### config.mk
export PLATFORM = sky130hd
export DESIGN_NAME = damage_rect_accumulator
export DESIGN_NICKNAME = d
export VERILOG_FILES = /design/src/hdl/drt_pkg.sv /design/src/hdl/drt_ram.sv /design/src/hdl/drt_ctrl.sv /design/src/hdl/drt_dp.sv /design/src/hdl/damage_rect_accumulator.sv
export SDC_FILE = /design/constraint.sdc
export NUM_CORES = 2
export LEC_CHECK = 0
export BUFFER_PORTS_ARGS = -buffer_cell sky130_fd_sc_hd__buf_2
export CAP_MARGIN = 15
export CORE_MARGIN = 3
export CORE_UTILIZATION = 50
export DETAILED_ROUTE_END_ITERATION = 10
export MAX_ROUTING_LAYER = met4
export PLACE_DENSITY = 0.68
export RECOVER_POWER = 100
export SLEW_MARGIN = 10
export SYNTH_ARGS = -nofsm -noshare
export SYNTH_HDL_FRONTEND = slang
export SYNTH_SLANG_ARGS = --single-unit
### constraint.sdc
create_clock -name clk_i -period 19.53 [get_ports clk_i]
set_input_delay 1.953 -clock clk_i [delete_from_list [all_inputs] [get_ports clk_i]]
set_output_delay 1.953 -clock clk_i [all_outputs]
set_load 0.01 [all_outputs]
### src/hdl/drt_pkg.sv
// shared types and constants for the damage rectangle accumulator
`timescale 1ns / 1ps
`default_nettype none
package drt_pkg;

  localparam int unsigned MaxRectsDef = 16;
  localparam int unsigned CountW      = 7;
  localparam int unsigned CoordW      = 16;
  localparam int unsigned CfgIdxW     = 2;
  localparam int unsigned BoxW        = 4 * CoordW;

  typedef enum logic [1:0] {
    ACT_ADD   = 2'd0,
    ACT_MARK  = 2'd1,
    ACT_CLEAR = 2'd2,
    ACT_READ  = 2'd3
  } action_e;

  typedef enum logic [CfgIdxW-1:0] {
    CFG_BOUND_X = 2'd0,
    CFG_BOUND_Y = 2'd1,
    CFG_BOUND_W = 2'd2,
    CFG_BOUND_H = 2'd3
  } cfg_idx_e;

  typedef struct packed {
    logic signed [CoordW-1:0] x;
    logic signed [CoordW-1:0] y;
    logic        [CoordW-1:0] w;
    logic        [CoordW-1:0] h;
  } box_t;

  typedef struct packed {
    logic        [1:0]        action;
    logic signed [CoordW-1:0] rect_x;
    logic signed [CoordW-1:0] rect_y;
    logic        [CoordW-1:0] rect_w;
    logic        [CoordW-1:0] rect_h;
  } in_item_t;

  typedef struct packed {
    logic signed [CoordW-1:0] out_x;
    logic signed [CoordW-1:0] out_y;
    logic        [CoordW-1:0] out_w;
    logic        [CoordW-1:0] out_h;
    logic                     is_full;
    logic                     is_empty;
    logic        [CountW-1:0] rect_count;
    logic                     last;
  } out_item_t;

  typedef enum logic [4:0] {
    S_IDLE,
    S_DISPATCH,
    S_SCAN_RD,
    S_SCAN_EV,
    S_APP_WR,
    S_COLL_INIT,
    S_COLL_RD,
    S_COLL_EV,
    S_COLL_WR,
    S_RES_RD,
    S_RES_EV,
    S_TAIL_RD,
    S_TAIL_WR,
    S_FIN_WR,
    S_STAT,
    S_OUT_RD,
    S_OUT_EV
  } state_e;

  typedef enum logic [4:0] {
    OP_NONE,
    OP_LOAD,
    OP_MARK,
    OP_CLEAR,
    OP_RD_I,
    OP_NEXT_I,
    OP_HIT,
    OP_APPEND,
    OP_COLL_INIT,
    OP_RD_K,
    OP_COLL_JOIN,
    OP_COLL_WR,
    OP_RD_J,
    OP_NEXT_J,
    OP_ABSORB,
    OP_MOVE_IDX,
    OP_DROP,
    OP_RD_TAIL,
    OP_TAIL_WR,
    OP_FIN_WR,
    OP_EMIT_STAT,
    OP_EMIT_RD
  } op_e;

  typedef struct packed {
    op_e op;
  } cmd_t;

  typedef struct packed {
    action_e act;
    logic    skip_add;
    logic    near_nb;
    logic    near_acc;
    logic    i_end;
    logic    k_end;
    logic    k_last;
    logic    j_end;
    logic    j_is_idx;
    logic    j_is_tail;
    logic    tail_is_idx;
    logic    table_full;
    logic    cnt_zero;
    logic    out_free;
  } status_t;

endpackage
`default_nettype wire

### src/hdl/drt_ram.sv
// generic single write port ram with registered read
`timescale 1ns / 1ps
`default_nettype none
module drt_ram #(
  parameter int unsigned Width = 64,
  parameter int unsigned Depth = 16,
  parameter int unsigned AddrW = (Depth > 1) ? $clog2(Depth) : 1
) (
  input  wire logic             clk_i,
  input  wire logic             we_i,
  input  wire logic [AddrW-1:0] waddr_i,
  input  wire logic [Width-1:0] wdata_i,
  input  wire logic             re_i,
  input  wire logic [AddrW-1:0] raddr_i,
  output logic      [Width-1:0] rdata_o
);

  logic [Width-1:0] mem_q [Depth];

  always_ff @(posedge clk_i) begin
    if (we_i) begin
      mem_q[waddr_i] <= wdata_i;
    end
    if (re_i) begin
      rdata_o <= mem_q[raddr_i];
    end
  end

endmodule
`default_nettype wire

### src/hdl/drt_ctrl.sv
// sequencer for the damage rectangle accumulator
`timescale 1ns / 1ps
`default_nettype none
module drt_ctrl (
  input  wire logic             clk_i,
  input  wire logic             rst_ni,
  input  wire logic             in_valid_i,
  output logic                  in_stall_o,
  input  wire drt_pkg::status_t st_i,
  output drt_pkg::cmd_t         cmd_o
);
  import drt_pkg::*;

  state_e state_q, state_d;

  always_ff @(posedge clk_i or negedge rst_ni) begin
    if (!rst_ni) begin
      state_q <= S_IDLE;
    end else begin
      state_q <= state_d;
    end
  end

  always_comb begin
    state_d = state_q;
    case (state_q)
      S_IDLE: begin
        if (in_valid_i) state_d = S_DISPATCH;
      end
      S_DISPATCH: begin
        case (st_i.act)
          ACT_ADD:  state_d = st_i.skip_add ? S_STAT : S_SCAN_RD;
          ACT_READ: state_d = st_i.cnt_zero ? S_STAT : S_OUT_RD;
          default:  state_d = S_STAT;
        endcase
      end
      S_SCAN_RD: begin
        if (!st_i.i_end)          state_d = S_SCAN_EV;
        else if (st_i.table_full) state_d = S_COLL_INIT;
        else                      state_d = S_APP_WR;
      end
      S_SCAN_EV:   state_d = st_i.near_nb ? S_RES_RD : S_SCAN_RD;
      S_APP_WR:    state_d = S_STAT;
      S_COLL_INIT: state_d = S_COLL_RD;
      S_COLL_RD:   state_d = st_i.k_end ? S_COLL_WR : S_COLL_EV;
      S_COLL_EV:   state_d = S_COLL_RD;
      S_COLL_WR:   state_d = S_STAT;
      S_RES_RD: begin
        if (st_i.j_end)         state_d = S_FIN_WR;
        else if (!st_i.j_is_idx) state_d = S_RES_EV;
      end
      S_RES_EV: state_d = st_i.near_acc ? S_TAIL_RD : S_RES_RD;
      S_TAIL_RD: begin
        if (st_i.tail_is_idx || st_i.j_is_tail) state_d = S_RES_RD;
        else                                    state_d = S_TAIL_WR;
      end
      S_TAIL_WR: state_d = S_RES_RD;
      S_FIN_WR:  state_d = S_STAT;
      S_STAT: begin
        if (st_i.out_free) state_d = S_IDLE;
      end
      S_OUT_RD: state_d = S_OUT_EV;
      S_OUT_EV: begin
        if (st_i.out_free) state_d = st_i.k_last ? S_IDLE : S_OUT_RD;
      end
      default: state_d = S_IDLE;
    endcase
  end

  always_comb begin
    cmd_o.op   = OP_NONE;
    in_stall_o = (state_q != S_IDLE);
    case (state_q)
      S_IDLE: begin
        if (in_valid_i) cmd_o.op = OP_LOAD;
      end
      S_DISPATCH: begin
        case (st_i.act)
          ACT_MARK:  cmd_o.op = OP_MARK;
          ACT_CLEAR: cmd_o.op = OP_CLEAR;
          default:   cmd_o.op = OP_NONE;
        endcase
      end
      S_SCAN_RD: begin
        if (!st_i.i_end) cmd_o.op = OP_RD_I;
      end
      S_SCAN_EV:   cmd_o.op = st_i.near_nb ? OP_HIT : OP_NEXT_I;
      S_APP_WR:    cmd_o.op = OP_APPEND;
      S_COLL_INIT: cmd_o.op = OP_COLL_INIT;
      S_COLL_RD: begin
        if (!st_i.k_end) cmd_o.op = OP_RD_K;
      end
      S_COLL_EV: cmd_o.op = OP_COLL_JOIN;
      S_COLL_WR: cmd_o.op = OP_COLL_WR;
      S_RES_RD: begin
        if (!st_i.j_end) cmd_o.op = st_i.j_is_idx ? OP_NEXT_J : OP_RD_J;
      end
      S_RES_EV: cmd_o.op = st_i.near_acc ? OP_ABSORB : OP_NEXT_J;
      S_TAIL_RD: begin
        if (st_i.tail_is_idx)    cmd_o.op = OP_MOVE_IDX;
        else if (st_i.j_is_tail) cmd_o.op = OP_DROP;
        else                     cmd_o.op = OP_RD_TAIL;
      end
      S_TAIL_WR: cmd_o.op = OP_TAIL_WR;
      S_FIN_WR:  cmd_o.op = OP_FIN_WR;
      S_STAT: begin
        if (st_i.out_free) cmd_o.op = OP_EMIT_STAT;
      end
      S_OUT_RD: cmd_o.op = OP_RD_K;
      S_OUT_EV: begin
        if (st_i.out_free) cmd_o.op = OP_EMIT_RD;
      end
      default: cmd_o.op = OP_NONE;
    endcase
  end

endmodule
`default_nettype wire

### src/hdl/drt_dp.sv
// datapath: bounds, rectangle store, merge arithmetic and output register
`timescale 1ns / 1ps
`default_nettype none
module drt_dp #(
  parameter int unsigned MAX_RECTS = drt_pkg::MaxRectsDef
) (
  input  wire logic                         clk_i,
  input  wire logic                         rst_ni,
  input  wire logic                         cfg_valid_i,
  input  wire logic [drt_pkg::CfgIdxW-1:0]  cfg_index_i,
  input  wire logic [drt_pkg::CoordW-1:0]   cfg_data_i,
  input  wire drt_pkg::in_item_t            in_item_i,
  input  wire drt_pkg::cmd_t                cmd_i,
  output drt_pkg::status_t                  st_o,
  output logic                              out_valid_o,
  input  wire logic                         out_stall_i,
  output drt_pkg::out_item_t                out_item_o
);
  import drt_pkg::*;

  localparam int unsigned AddrW = (MAX_RECTS > 1) ? $clog2(MAX_RECTS) : 1;
  localparam logic [CountW-1:0] MaxCnt = CountW'(MAX_RECTS);

  typedef logic signed [19:0] wide_t;

  function automatic wide_t sx(input logic signed [CoordW-1:0] v);
    return wide_t'(v);
  endfunction

  function automatic wide_t ux(input logic [CoordW-1:0] v);
    return wide_t'({4'b0000, v});
  endfunction

  function automatic logic [CoordW-1:0] sat16(input wide_t v);
    logic [CoordW-1:0] r;
    if (v < 0)              r = '0;
    else if (v > 20'sd65535) r = '1;
    else                    r = v[CoordW-1:0];
    return r;
  endfunction

  function automatic box_t clip_f(input box_t a, input box_t b);
    box_t  r;
    wide_t x0, y0, x1, y1, ax1, bx1, ay1, by1;
    r   = '0;
    x0  = (sx(a.x) > sx(b.x)) ? sx(a.x) : sx(b.x);
    y0  = (sx(a.y) > sx(b.y)) ? sx(a.y) : sx(b.y);
    ax1 = sx(a.x) + ux(a.w);
    bx1 = sx(b.x) + ux(b.w);
    ay1 = sx(a.y) + ux(a.h);
    by1 = sx(b.y) + ux(b.h);
    x1  = (ax1 < bx1) ? ax1 : bx1;
    y1  = (ay1 < by1) ? ay1 : by1;
    if (x1 > x0 && y1 > y0) begin
      r.x = x0[CoordW-1:0];
      r.y = y0[CoordW-1:0];
      r.w = sat16(x1 - x0);
      r.h = sat16(y1 - y0);
    end
    return r;
  endfunction

  function automatic box_t join_f(input box_t a, input box_t b);
    box_t  r;
    wide_t rx, ry, x1, y1, ax1, bx1, ay1, by1;
    ax1 = sx(a.x) + ux(a.w);
    bx1 = sx(b.x) + ux(b.w);
    ay1 = sx(a.y) + ux(a.h);
    by1 = sx(b.y) + ux(b.h);
    rx  = (sx(a.x) < sx(b.x)) ? sx(a.x) : sx(b.x);
    ry  = (sx(a.y) < sx(b.y)) ? sx(a.y) : sx(b.y);
    x1  = (ax1 > bx1) ? ax1 : bx1;
    y1  = (ay1 > by1) ? ay1 : by1;
    r.x = rx[CoordW-1:0];
    r.y = ry[CoordW-1:0];
    r.w = sat16(x1 - rx);
    r.h = sat16(y1 - ry);
    if (a.w == '0 || a.h == '0) r = b;
    else if (b.w == '0 || b.h == '0) r = a;
    return r;
  endfunction

  function automatic logic near_f(input box_t a, input box_t b);
    return (sx(a.x) <= sx(b.x) + ux(b.w) + 20'sd2) &&
           (sx(b.x) <= sx(a.x) + ux(a.w) + 20'sd2) &&
           (sx(a.y) <= sx(b.y) + ux(b.h) + 20'sd2) &&
           (sx(b.y) <= sx(a.y) + ux(a.h) + 20'sd2);
  endfunction

  box_t              bound_q;
  box_t              nb_q, nb_d;
  box_t              acc_q, acc_d;
  action_e           act_q, act_d;
  logic              full_q, full_d;
  logic [CountW-1:0] cnt_q, cnt_d;
  logic [CountW-1:0] i_q, i_d, j_q, j_d, k_q, k_d, idx_q, idx_d;
  logic              out_valid_q, out_valid_d;
  out_item_t         out_q, out_d;

  logic              we, re;
  logic [AddrW-1:0]  waddr, raddr;
  box_t              wdata, rdata;
  logic [BoxW-1:0]   rdata_raw;
  logic [CountW-1:0] tail;
  box_t              in_box;

  assign rdata  = box_t'(rdata_raw);
  assign tail   = cnt_q - CountW'(1);
  assign in_box = '{x: in_item_i.rect_x, y: in_item_i.rect_y,
                    w: in_item_i.rect_w, h: in_item_i.rect_h};

  drt_ram #(
    .Width (BoxW),
    .Depth (MAX_RECTS)
  ) u_store (
    .clk_i   (clk_i),
    .we_i    (we),
    .waddr_i (waddr),
    .wdata_i (wdata),
    .re_i    (re),
    .raddr_i (raddr),
    .rdata_o (rdata_raw)
  );

  always_ff @(posedge clk_i or negedge rst_ni) begin
    if (!rst_ni) begin
      bound_q <= '0;
    end else if (cfg_valid_i) begin
      case (cfg_idx_e'(cfg_index_i))
        CFG_BOUND_X: bound_q.x <= cfg_data_i;
        CFG_BOUND_Y: bound_q.y <= cfg_data_i;
        CFG_BOUND_W: bound_q.w <= cfg_data_i;
        CFG_BOUND_H: bound_q.h <= cfg_data_i;
        default: ;
      endcase
    end
  end

  always_ff @(posedge clk_i or negedge rst_ni) begin
    if (!rst_ni) begin
      full_q      <= 1'b0;
      cnt_q       <= '0;
      out_valid_q <= 1'b0;
    end else begin
      full_q      <= full_d;
      cnt_q       <= cnt_d;
      out_valid_q <= out_valid_d;
    end
  end

  always_ff @(posedge clk_i) begin
    nb_q  <= nb_d;
    acc_q <= acc_d;
    act_q <= act_d;
    i_q   <= i_d;
    j_q   <= j_d;
    k_q   <= k_d;
    idx_q <= idx_d;
    out_q <= out_d;
  end

  always_comb begin
    nb_d        = nb_q;
    acc_d       = acc_q;
    act_d       = act_q;
    full_d      = full_q;
    cnt_d       = cnt_q;
    i_d         = i_q;
    j_d         = j_q;
    k_d         = k_q;
    idx_d       = idx_q;
    out_d       = out_q;
    out_valid_d = out_valid_q && out_stall_i;
    we          = 1'b0;
    waddr       = '0;
    wdata       = acc_q;
    re          = 1'b0;
    raddr       = '0;
    case (cmd_i.op)
      OP_LOAD: begin
        nb_d  = clip_f(in_box, bound_q);
        act_d = action_e'(in_item_i.action);
        i_d   = '0;
        k_d   = '0;
      end
      OP_MARK: begin
        full_d = 1'b1;
        cnt_d  = '0;
      end
      OP_CLEAR: begin
        full_d = 1'b0;
        cnt_d  = '0;
      end
      OP_RD_I: begin
        re    = 1'b1;
        raddr = i_q[AddrW-1:0];
      end
      OP_NEXT_I: i_d = i_q + CountW'(1);
      OP_HIT: begin
        acc_d = join_f(rdata, nb_q);
        idx_d = i_q;
        j_d   = '0;
      end
      OP_APPEND: begin
        we    = 1'b1;
        waddr = cnt_q[AddrW-1:0];
        wdata = nb_q;
        cnt_d = cnt_q + CountW'(1);
      end
      OP_COLL_INIT: begin
        acc_d = nb_q;
        k_d   = '0;
      end
      OP_RD_K: begin
        re    = 1'b1;
        raddr = k_q[AddrW-1:0];
      end
      OP_COLL_JOIN: begin
        acc_d = join_f(acc_q, rdata);
        k_d   = k_q + CountW'(1);
      end
      OP_COLL_WR: begin
        we    = 1'b1;
        waddr = '0;
        cnt_d = CountW'(1);
      end
      OP_RD_J: begin
        re    = 1'b1;
        raddr = j_q[AddrW-1:0];
      end
      OP_NEXT_J: j_d = j_q + CountW'(1);
      OP_ABSORB: acc_d = join_f(acc_q, rdata);
      OP_MOVE_IDX: begin
        idx_d = j_q;
        cnt_d = tail;
        j_d   = '0;
      end
      OP_DROP: begin
        cnt_d = tail;
        j_d   = '0;
      end
      OP_RD_TAIL: begin
        re    = 1'b1;
        raddr = tail[AddrW-1:0];
      end
      OP_TAIL_WR: begin
        we    = 1'b1;
        waddr = j_q[AddrW-1:0];
        wdata = rdata;
        cnt_d = tail;
        j_d   = '0;
      end
      OP_FIN_WR: begin
        we    = 1'b1;
        waddr = idx_q[AddrW-1:0];
      end
      OP_EMIT_STAT: begin
        out_valid_d      = 1'b1;
        out_d            = '0;
        out_d.is_full    = full_q;
        out_d.is_empty   = !full_q && (cnt_q == '0);
        out_d.rect_count = cnt_q;
        out_d.last       = 1'b1;
      end
      OP_EMIT_RD: begin
        out_valid_d      = 1'b1;
        out_d.out_x      = rdata.x;
        out_d.out_y      = rdata.y;
        out_d.out_w      = rdata.w;
        out_d.out_h      = rdata.h;
        out_d.is_full    = full_q;
        out_d.is_empty   = !full_q && (cnt_q == '0);
        out_d.rect_count = cnt_q;
        out_d.last       = (k_q + CountW'(1) == cnt_q);
        k_d              = k_q + CountW'(1);
      end
      default: ;
    endcase
  end

  always_comb begin
    st_o.act         = act_q;
    st_o.skip_add    = full_q || nb_q.w == '0 || nb_q.h == '0;
    st_o.near_nb     = near_f(rdata, nb_q);
    st_o.near_acc    = near_f(acc_q, rdata);
    st_o.i_end       = (i_q >= cnt_q);
    st_o.k_end       = (k_q >= cnt_q);
    st_o.k_last      = (k_q + CountW'(1) == cnt_q);
    st_o.j_end       = (j_q >= cnt_q);
    st_o.j_is_idx    = (j_q == idx_q);
    st_o.j_is_tail   = (j_q == tail);
    st_o.tail_is_idx = (idx_q == tail);
    st_o.table_full  = (cnt_q >= MaxCnt);
    st_o.cnt_zero    = (cnt_q == '0);
    st_o.out_free    = !out_valid_q || !out_stall_i;
  end

  assign out_valid_o = out_valid_q;
  assign out_item_o  = out_q;

endmodule
`default_nettype wire

### src/hdl/damage_rect_accumulator.sv
// top level of the damage rectangle accumulator
// Tracks up to MAX_RECTS damaged screen rectangles in a store with one write and one read port.
// Input channel in_valid_i/in_stall_o carries one item: an action (add,
// mark whole screen, clear, read out) and a rectangle for adds. Output
// channel out_valid_o/out_stall_i returns one status item per action, or
// one item per stored rectangle on a read, with last on the final one.
// Bounds are written through cfg_valid_i/cfg_ready_o, index 0..3 for
// x, y, w, h; write them only while the block is idle.
// One item is worked on at a time. An add is dropped when the whole-screen
// flag is set or the clipped rectangle is empty; otherwise it scans the
// store, and on a hit a merge rescan through the store's one read port
// absorbs the stored rectangles that come near the merged one.
// Reset empties the table, clears the whole-screen flag and zeroes the
// bounds. A stalled receiver holds the output register; the block waits
// with it and takes no new item until the current one is finished.
`timescale 1ns / 1ps
`default_nettype none
module damage_rect_accumulator #(
  parameter int unsigned MAX_RECTS = drt_pkg::MaxRectsDef
) (
  input  wire logic                        clk_i,
  input  wire logic                        rst_ni,
  input  wire logic                        cfg_valid_i,
  output logic                             cfg_ready_o,
  input  wire logic [drt_pkg::CfgIdxW-1:0] cfg_index_i,
  input  wire logic [drt_pkg::CoordW-1:0]  cfg_data_i,
  input  wire logic                        in_valid_i,
  output logic                             in_stall_o,
  input  wire drt_pkg::in_item_t           in_item_i,
  output logic                             out_valid_o,
  input  wire logic                        out_stall_i,
  output drt_pkg::out_item_t               out_item_o
);
  import drt_pkg::*;

  cmd_t    cmd;
  status_t st;

  assign cfg_ready_o = 1'b1;

  drt_ctrl u_ctrl (
    .clk_i      (clk_i),
    .rst_ni     (rst_ni),
    .in_valid_i (in_valid_i),
    .in_stall_o (in_stall_o),
    .st_i       (st),
    .cmd_o      (cmd)
  );

  drt_dp #(
    .MAX_RECTS (MAX_RECTS)
  ) u_dp (
    .clk_i       (clk_i),
    .rst_ni      (rst_ni),
    .cfg_valid_i (cfg_valid_i),
    .cfg_index_i (cfg_index_i),
    .cfg_data_i  (cfg_data_i),
    .in_item_i   (in_item_i),
    .cmd_i       (cmd),
    .st_o        (st),
    .out_valid_o (out_valid_o),
    .out_stall_i (out_stall_i),
    .out_item_o  (out_item_o)
  );

endmodule
`default_nettype wire

=== Word level (Yosys, flattened, before mapping) ===
Memory sizes are Yosys's and may differ from the RTL's. A register that Yosys moved wholly into a read port is not among the register bits.
Index checks and enable logic that the tools add are counted.

* Div/mod/pow operators: 0
* Bitwise operators: 1
* Reduce and logical (&&, ||, !) cells: 57
* Mux-type cells: 71
* Shift operators: 0
* $mul: 0
* Equal/unequal tests: 52
* Add/sub/neg operators: 27
* Magnitude comparators: 38

{| class="wikitable"
|+ Operators with widths
! operator !! count
|-
| two-way mux 64 bit || 4
|-
| two-way mux 20 bit || 12
|-
| one-hot mux 64 bit (3 select lines) || 1
|-
| adder 16 x 17 -> 18 bit || 10
|-
| less-or-equal comparator 16 x 20 -> 1 bit || 8
|-
| two-way mux 16 bit || 10
|-
| one-hot mux 74 bit (2 select lines) || 1
|-
| one-hot mux 64 bit (2 select lines) || 1
|-
| adder 20 x 3 -> 20 bit, second input constant || 6
|-
| greater-than comparator 20 x 17 -> 1 bit, second input constant || 6
|-
| greater-than comparator 20 bit || 6
|-
| less-than comparator 20 x 1 -> 1 bit, second input constant || 6
|-
| subtractor 20 bit || 6
|-
| zero test 16 bit || 6
|-
| one-hot mux 5 bit (17 select lines) || 1
|-
| == test 5 x 4 -> 1 bit, second input constant || 16
|-
| one-hot mux 5 bit (14 select lines) || 1
|-
| less-than comparator 16 bit || 4
|-
| one-hot mux 7 bit (2 select lines) || 4
|-
| two-way mux 5 bit || 10
|-
| == test 5 x 3 -> 1 bit, second input constant || 8
|-
| less-than comparator 20 bit || 2
|-
| == test 5 bit, second input constant || 7
|-
| greater-than comparator 16 bit || 2
|-
| 37 further kinds || 108
|}

* Register bits after elaboration: 310
* Output and inout port bits: 77
* RAM bits: 1,024
* Latch bits: 0
* Memories: 1
* Input bits: 89
* Memory bits (read-only): 0

{| class="wikitable"
|+ Memory list
! memory !! depth !! bits a word !! read ports !! clocked after Yosys merged registers in !! wr ports !! RTL line !! source
|-
| u_dp.u_store.mem_q || 16 || 64 || 1 || 1 || 1 || drt_ram.sv:18 || <nowiki>logic [Width-1:0] mem_q [Depth];</nowiki>
|}

=== Depth between registers and ports, before layout ===
* Word-level depth: 13
* Mapped depth: 45
* Depth with buffers taken out: 43

=== Cells and area by module ===
From an unflattened synthesis, not the netlist that was laid out.

* Cells, all modules: 6,511
* Area total of the unflattened synthesis: 81,446.9 µm²

{| class="wikitable"
|+ By module, submodules not included
! module !! area each (µm²) !! instances !! cells each
|-
| drt_ram || 40,226.1 || 1 || 1,647
|-
| drt_dp || 40,196.1 || 1 || 4,721
|-
| drt_ctrl || 1,013.5 || 1 || 141
|-
| damage_rect_accumulator || 11.3 || 1 || 2
|}

=== Worst setup path before layout ===
Ideal clock, no wire load.

* Kind: reg-to-reg
* From: register u_dp.nb_q[32] (netlist name)
* To: register u_dp.acc_q[0] (netlist name) (enable)
* Cell stages (with the launch flop): 34
* Data required time: 19.023 ns
* Clock period less this slack: 10.374 ns
* Path buffers: 0
* Arrival time: 9.867 ns
* Slack: 9.156 ns
* Cells stage by stage: edfxtp_1 > ha_1 > inv_1 > fa_1 > nor2b_1 > o21ai_0 > a21boi_0 > o21ai_0 > a21boi_0 > o21ai_0 > a21oi_1 > o21ai_0 > nand2_1 > xor2_1 > inv_1 > or3_1 > nor3_1 > or3b_2 > nor3_1 > xnor2_1 > ha_1 > nand3_1 > or4_1 > nor3_1 > a21oi_1 > o211ai_1 > nor3b_1 > o2111ai_1 > a211oi_1 > nand3_1 > o2111a_2 > nor3_4 > nor2_1 > a21oi_1

* Longest elaborated chain between the ends: 11

{| class="wikitable"
|+ Ends and longest elaborated chain
! element !! RTL line !! source
|-
| start: declaration || drt_dp.sv:91 || <nowiki>box_t nb_q, nb_d;</nowiki>
|-
| start signal: assignment || drt_dp.sv:152 || <nowiki>nb_q <= nb_d;</nowiki>
|-
| adder 16 x 17 -> 18 bit || drt_dp.sv:86 || <nowiki>(sx(a.y) <= sx(b.y) + ux(b.h) + 20'sd2) &&</nowiki>
|-
| adder 20 x 3 -> 20 bit || drt_dp.sv:86 ||
|-
| less-or-equal comparator 16 x 20 -> 1 bit || drt_dp.sv:86 ||
|-
| logical AND 1 bit || drt_dp.sv:85 || <nowiki>(sx(b.x) <= sx(a.x) + ux(a.w) + 20'sd2) &&</nowiki>
|-
| logical AND 1 bit * || drt_dp.sv:86 ||
|-
| two-way mux 2 bit * || drt_ctrl.sv:87 || <nowiki>S_SCAN_EV: cmd_o.op = st_i.near_nb ? OP_HIT : OP_NEXT_I;</nowiki>
|-
| one-hot mux 5 bit (17 select lines) * || drt_ctrl.sv:73 || <nowiki>case (state_q)</nowiki>
|-
| == test 5 x 4 -> 1 bit || drt_dp.sv:179 || <nowiki>case (cmd_i.op)</nowiki>
|-
| OR reduction 2 bit (no source line) || - ||
|-
| != test 3 x 2 -> 1 bit (no source line) / nonzero test 3 bit (equally long branches) || - ||
|-
| AND reduction 2 bit (no source line) * || - ||
|-
| end signal: assignment || drt_dp.sv:153 || <nowiki>acc_q <= acc_d;</nowiki>
|-
| end: declaration || drt_dp.sv:92 || <nowiki>box_t acc_q, acc_d;</nowiki>
|}

Mark *: on every way between the ends. The rest lies on a longest branch, timed or not.
A chain may end at the register's enable or synchronous reset.

=== Worst setup path after layout ===
* From: register u_dp.nb_q[0] (netlist name)
* To: register u_dp.u_store.rdata_o[14], read port of u_dp.u_store.mem_q (data pin)

* Longest elaborated chain between the ends: 10

{| class="wikitable"
|+ Ends and longest elaborated chain
! element !! RTL line !! source
|-
| adder 16 x 17 -> 18 bit * || drt_dp.sv:86 ||
|-
| adder 20 x 3 -> 20 bit * || drt_dp.sv:86 ||
|-
| less-or-equal comparator 16 x 20 -> 1 bit * || drt_dp.sv:86 ||
|-
| logical AND 1 bit * || drt_dp.sv:85 ||
|-
| logical AND 1 bit * || drt_dp.sv:86 ||
|-
| two-way mux 2 bit * || drt_ctrl.sv:87 ||
|-
| one-hot mux 5 bit (17 select lines) * || drt_ctrl.sv:73 ||
|-
| == test 5 x 3 -> 1 bit (tied with other cells) || drt_dp.sv:179 ||
|-
| OR reduction 4 bit (no source line) || - ||
|-
| two-way mux 1 bit || drt_dp.sv:179 ||
|-
| end: declaration || drt_ram.sv:15 || <nowiki>output logic [Width-1:0] rdata_o</nowiki>
|}

Marked as above.

==> key figures <==
Clocking
  – Post-CTS Repair Setup Buffers: 0
  – CTS H-tree depth: 4
  – CTS tree: built
  – CTS Hold Bufs: 0
  – Clock Latency Late Sink: 810 ps
  – TritonCTS Buffers: 150
  – Cts repair resizes: 0
  – Clock slew at reported path FFs: 60 ps
  – Sink Count: 1398
  – Clk root buf: clkbuf_16
  – CTS Buffer Depth: 3

Placement
  – RePlAce Congestion: 1.03
  – Post-DP HPWL: 190000 um
  – Port Buffers: 164

Setup path
  – CP Buf/Inv Count: 3
  – Setup crit start kind: register
  – Reg-to-reg critical path startpoint: u_dp.nb_q[0]
  – Required time of the worst setup path: 20070 ps
  – CP peak stage delay: 2950 ps
  – Critical path peak fanout: 52
  – Cell family with most CP delay: simple AND/OR/NAND/NOR gates
  – Crit path kind: register to register
  – Most used cell along the critical path: o21ai_0
  – Reg-to-reg endpoint: u_dp.u_store.rdata_o[14]
  – Worst reg-to-reg path cell count: 35
  – FF-to-FF setup slack: 4650 ps
  – CP Capture Type: register
  – CP arrival: 15420 ps
  – CP max-delay cell: clkbuf_1

GRT
  – Number of global-route vias before repair: 59100
  – Pin count of the biggest net entering global routing: 166
  – GRT Util Overall: 0.329
  – Initial antenna violation count: 17
  – GR Overflow Total: 0
  – First-pass GRT wire length: 398000 um

Logic synthesis
  – Register area share after synthesis: 0.509
  – Yosys reg bits: 1398
  – Syn_nets: 7951
  – YS warnings: 0
  – Largest family of logic cells by synthesized area: compound AO/OA/AOI/OAI gates
  – Share of synthesized registers carrying an async set or reset: 0.0558
  – Post-synthesis simple-gate area fraction: 0.116
  – Ys flop type: edfxtp_1
  – Mean post-synth cell area: 11.4 um2
  – Synth Area in Adders: 0.106
  – Synth Instances: 7183
  – EDFF count, synth: 1320
  – XOR/XNOR Fraction of Synth Area: 0.0338
  – Post-synthesis compound-gate area fraction: 0.137
  – Multiplexer area fraction after synthesis: 0.0630
  – Cell variety after synth: 98
  – Cell Area, Synth: 81700 um2

Drt
  – Routed Antenna Nets: 0
  – DR DRC count: 0
  – Vias: 62100
  – Total Routed Length: 275000 um
  – Initial DRC Count: 7613
  – DRT Pass-1 Iters: 6
  – DR WL/cell: 28.5 um
  – Vias per cell: 6.42

Timing
  – Highest Clock Rate: 67.2 MHz
  – Max-slew violations: 1880
  – Setup Skew: 35.5 ps
  – Setup TNS: 0 ps
  – Period minus WS final: 14880 ps
  – Final Hold Viols: 0
  – Tcrit/Tclk final: 0.762
  – Relative slew slack: -2.05
  – Worst slew pin tran: 4570 ps
  – Final setup fails: 0
  – Unrepaired setup endpoints after global routing: false

Finish
  – Area delta synth->final: 9.90%
  – Final layout net count: 8150
  – Layout cell share with drive strength beyond 1: 0.0715

Worst hold path
  – Worst Hold Class: register to register
  – Hold Path End: u_dp.out_item_o[9]
  – Min-Delay Path Depth: 0
  – Worst min-delay path startpoint: u_dp.full_q

Floorplan
  – Rows: 147
  – Die W: 410 um
  – Die Y: 410 um
  – Core Box Area: 161000 um2
  – Die Area: 168000 um2
  – # IOs: 166
  – Starting density of the core: 0.506

Run
  – Number of max-cap violations: 57

Run status
  – Failing checks: max-capacitance violations, max-slew violations
  – Outcome: finished, violations left
## cell usage after synthesis (all sizes together), types with 71 or more instances
master / count / area share
nand3: 128 / 0.0078
a21oi: 371 / 0.023
nand2b: 71 / 0.0054
ha: 663 / 0.10
nor2: 335 / 0.015
dfrtp: 78 / 0.024
nand2: 800 / 0.037
a221o: 79 / 0.0097
xnor2: 228 / 0.024
mux2i: 424 / 0.052
and2: 73 / 0.0056
a21o: 155 / 0.014
a32oi: 256 / 0.027
xor2: 87 / 0.0093
inv: 426 / 0.020
mux2: 80 / 0.011
buf: 137 / 0.0097
clkbuf: 145 / 0.0067
o21ai: 307 / 0.019
edfxtp: 1320 / 0.49
and4: 74 / 0.0079
nor3: 129 / 0.0082
## through the flow
stage               worst slack (ps)  hold WS [ps]  std cells  utilization  cell area, um2
floorplan                       9160           423       7183            -           81700
global placement                7870           496       9387        0.529           85500
detailed placement              7600           499       9389        0.530           85500
CTS                             7540           511       9658        0.559           90300
global route                    3700           524       9667        0.556           89800
finish                          4650           513       9672        0.556           89800
## per-layer routing
layer,track usage,wire (um)
met1,0.443,115000
met2,0.499,123000
met3,0.0661,26700
met4,0.110,11000
met5,-,0
## kinds of logic (layout without fill, tap and decap cells)
family	Yosys count	after routing
flops	1398	1398
simple gates	1962	1962
xor+xnor	315	315
compound gates	1612	1612
fa+ha+maj	681	681
mux	504	504
other cells	1	14
buf+inv	710	1026
## sequential cells by signal, indices dropped and copies added (netlist names)
signal / cells
u_dp.bound_q: 64
u_dp.nb_q: 64
u_dp.cnt_q: 7
u_dp.acc_q: 64
u_dp.u_store.rdata_o: 64
u_dp.out_item_o: 74
u_dp.u_store.mem_q: 1024
u_ctrl.state_q: 5
u_dp.act_q: 2
u_dp.idx_q: 7
u_dp.i_q: 7
u_dp.out_valid_o: 1
u_dp.full_q: 1
u_dp.j_q: 7
u_dp.k_q: 7
## worst register-to-register path, delay by kind of cell (launching register included)
| kind | cells | cell delay, ps |
|---|---|---|
| AND/OR/NAND/NOR | 13 | 5840 |
| AO/OA/AOI/OAI | 13 | 3700 |
| flip-flops | 1 | 440 |
| buffers and inverters | 3 | 3160 |
| adder cells (fa/ha/maj) | 3 | 760 |
| multiplexers | 1 | 380 |
| XOR/XNOR | 2 | 360 |
## worst max path at each step
stage               slack, ps  depth (start not counted)     startpoint                  endpoint
finish                   4650                         35   u_dp.nb_q[0]  u_dp.u_store.rdata_o[14]
global route             3700                         35   u_dp.nb_q[0]  u_dp.u_store.rdata_o[14]
CTS                      7540                         38   u_dp.nb_q[0]   u_dp.u_store.rdata_o[9]
detailed placement       7600                         38   u_dp.nb_q[0]   u_dp.u_store.rdata_o[5]
global placement         7870                         38   u_dp.nb_q[0]  u_dp.u_store.rdata_o[29]
floorplan                9160                         33  u_dp.nb_q[32]             u_dp.acc_q[0]
## placed cells by master (no fill, tap or decap), types with 63 or more instances in the layout
cell       Yosys  layout
a32oi_1      256     256
buf_4         26      85
a21oi_1      369     365
dfrtp_1       78      77
a221o_1       79      79
ha_1         663     663
xnor2_1      228     228
mux2i_1      424     424
buf_2         94      85
nand4_1       67      67
o21bai_1      69      69
edfxtp_1    1320    1320
nand3_1      128     127
o21a_1        63      63
nand2b_1      71      71
and4_1        74      74
nor3_1       126     125
a21o_1       155     155
o21ai_0      303     302
nand2_1      799     800
nor2_1       335     329
clkbuf_16      0     152
mux2_2        80      80
nor2b_1       69      69
clkbuf_1     145     179
xor2_1        87      87
inv_1        425     424
## area by class of cell
class,instances,area [um2]
antenna,13,32.5
inverter,428,1610
timing repair buffer,329,1690
sequential,1398,41600
clock inverter,93,915
multi-input combinational,5075,37400
fill,13800,71700
tap,2160,2700
clock buffer,176,3910
Power is not shown: default switching activity piles up to over one toggle a cycle in this logic, so the estimate is an artifact.
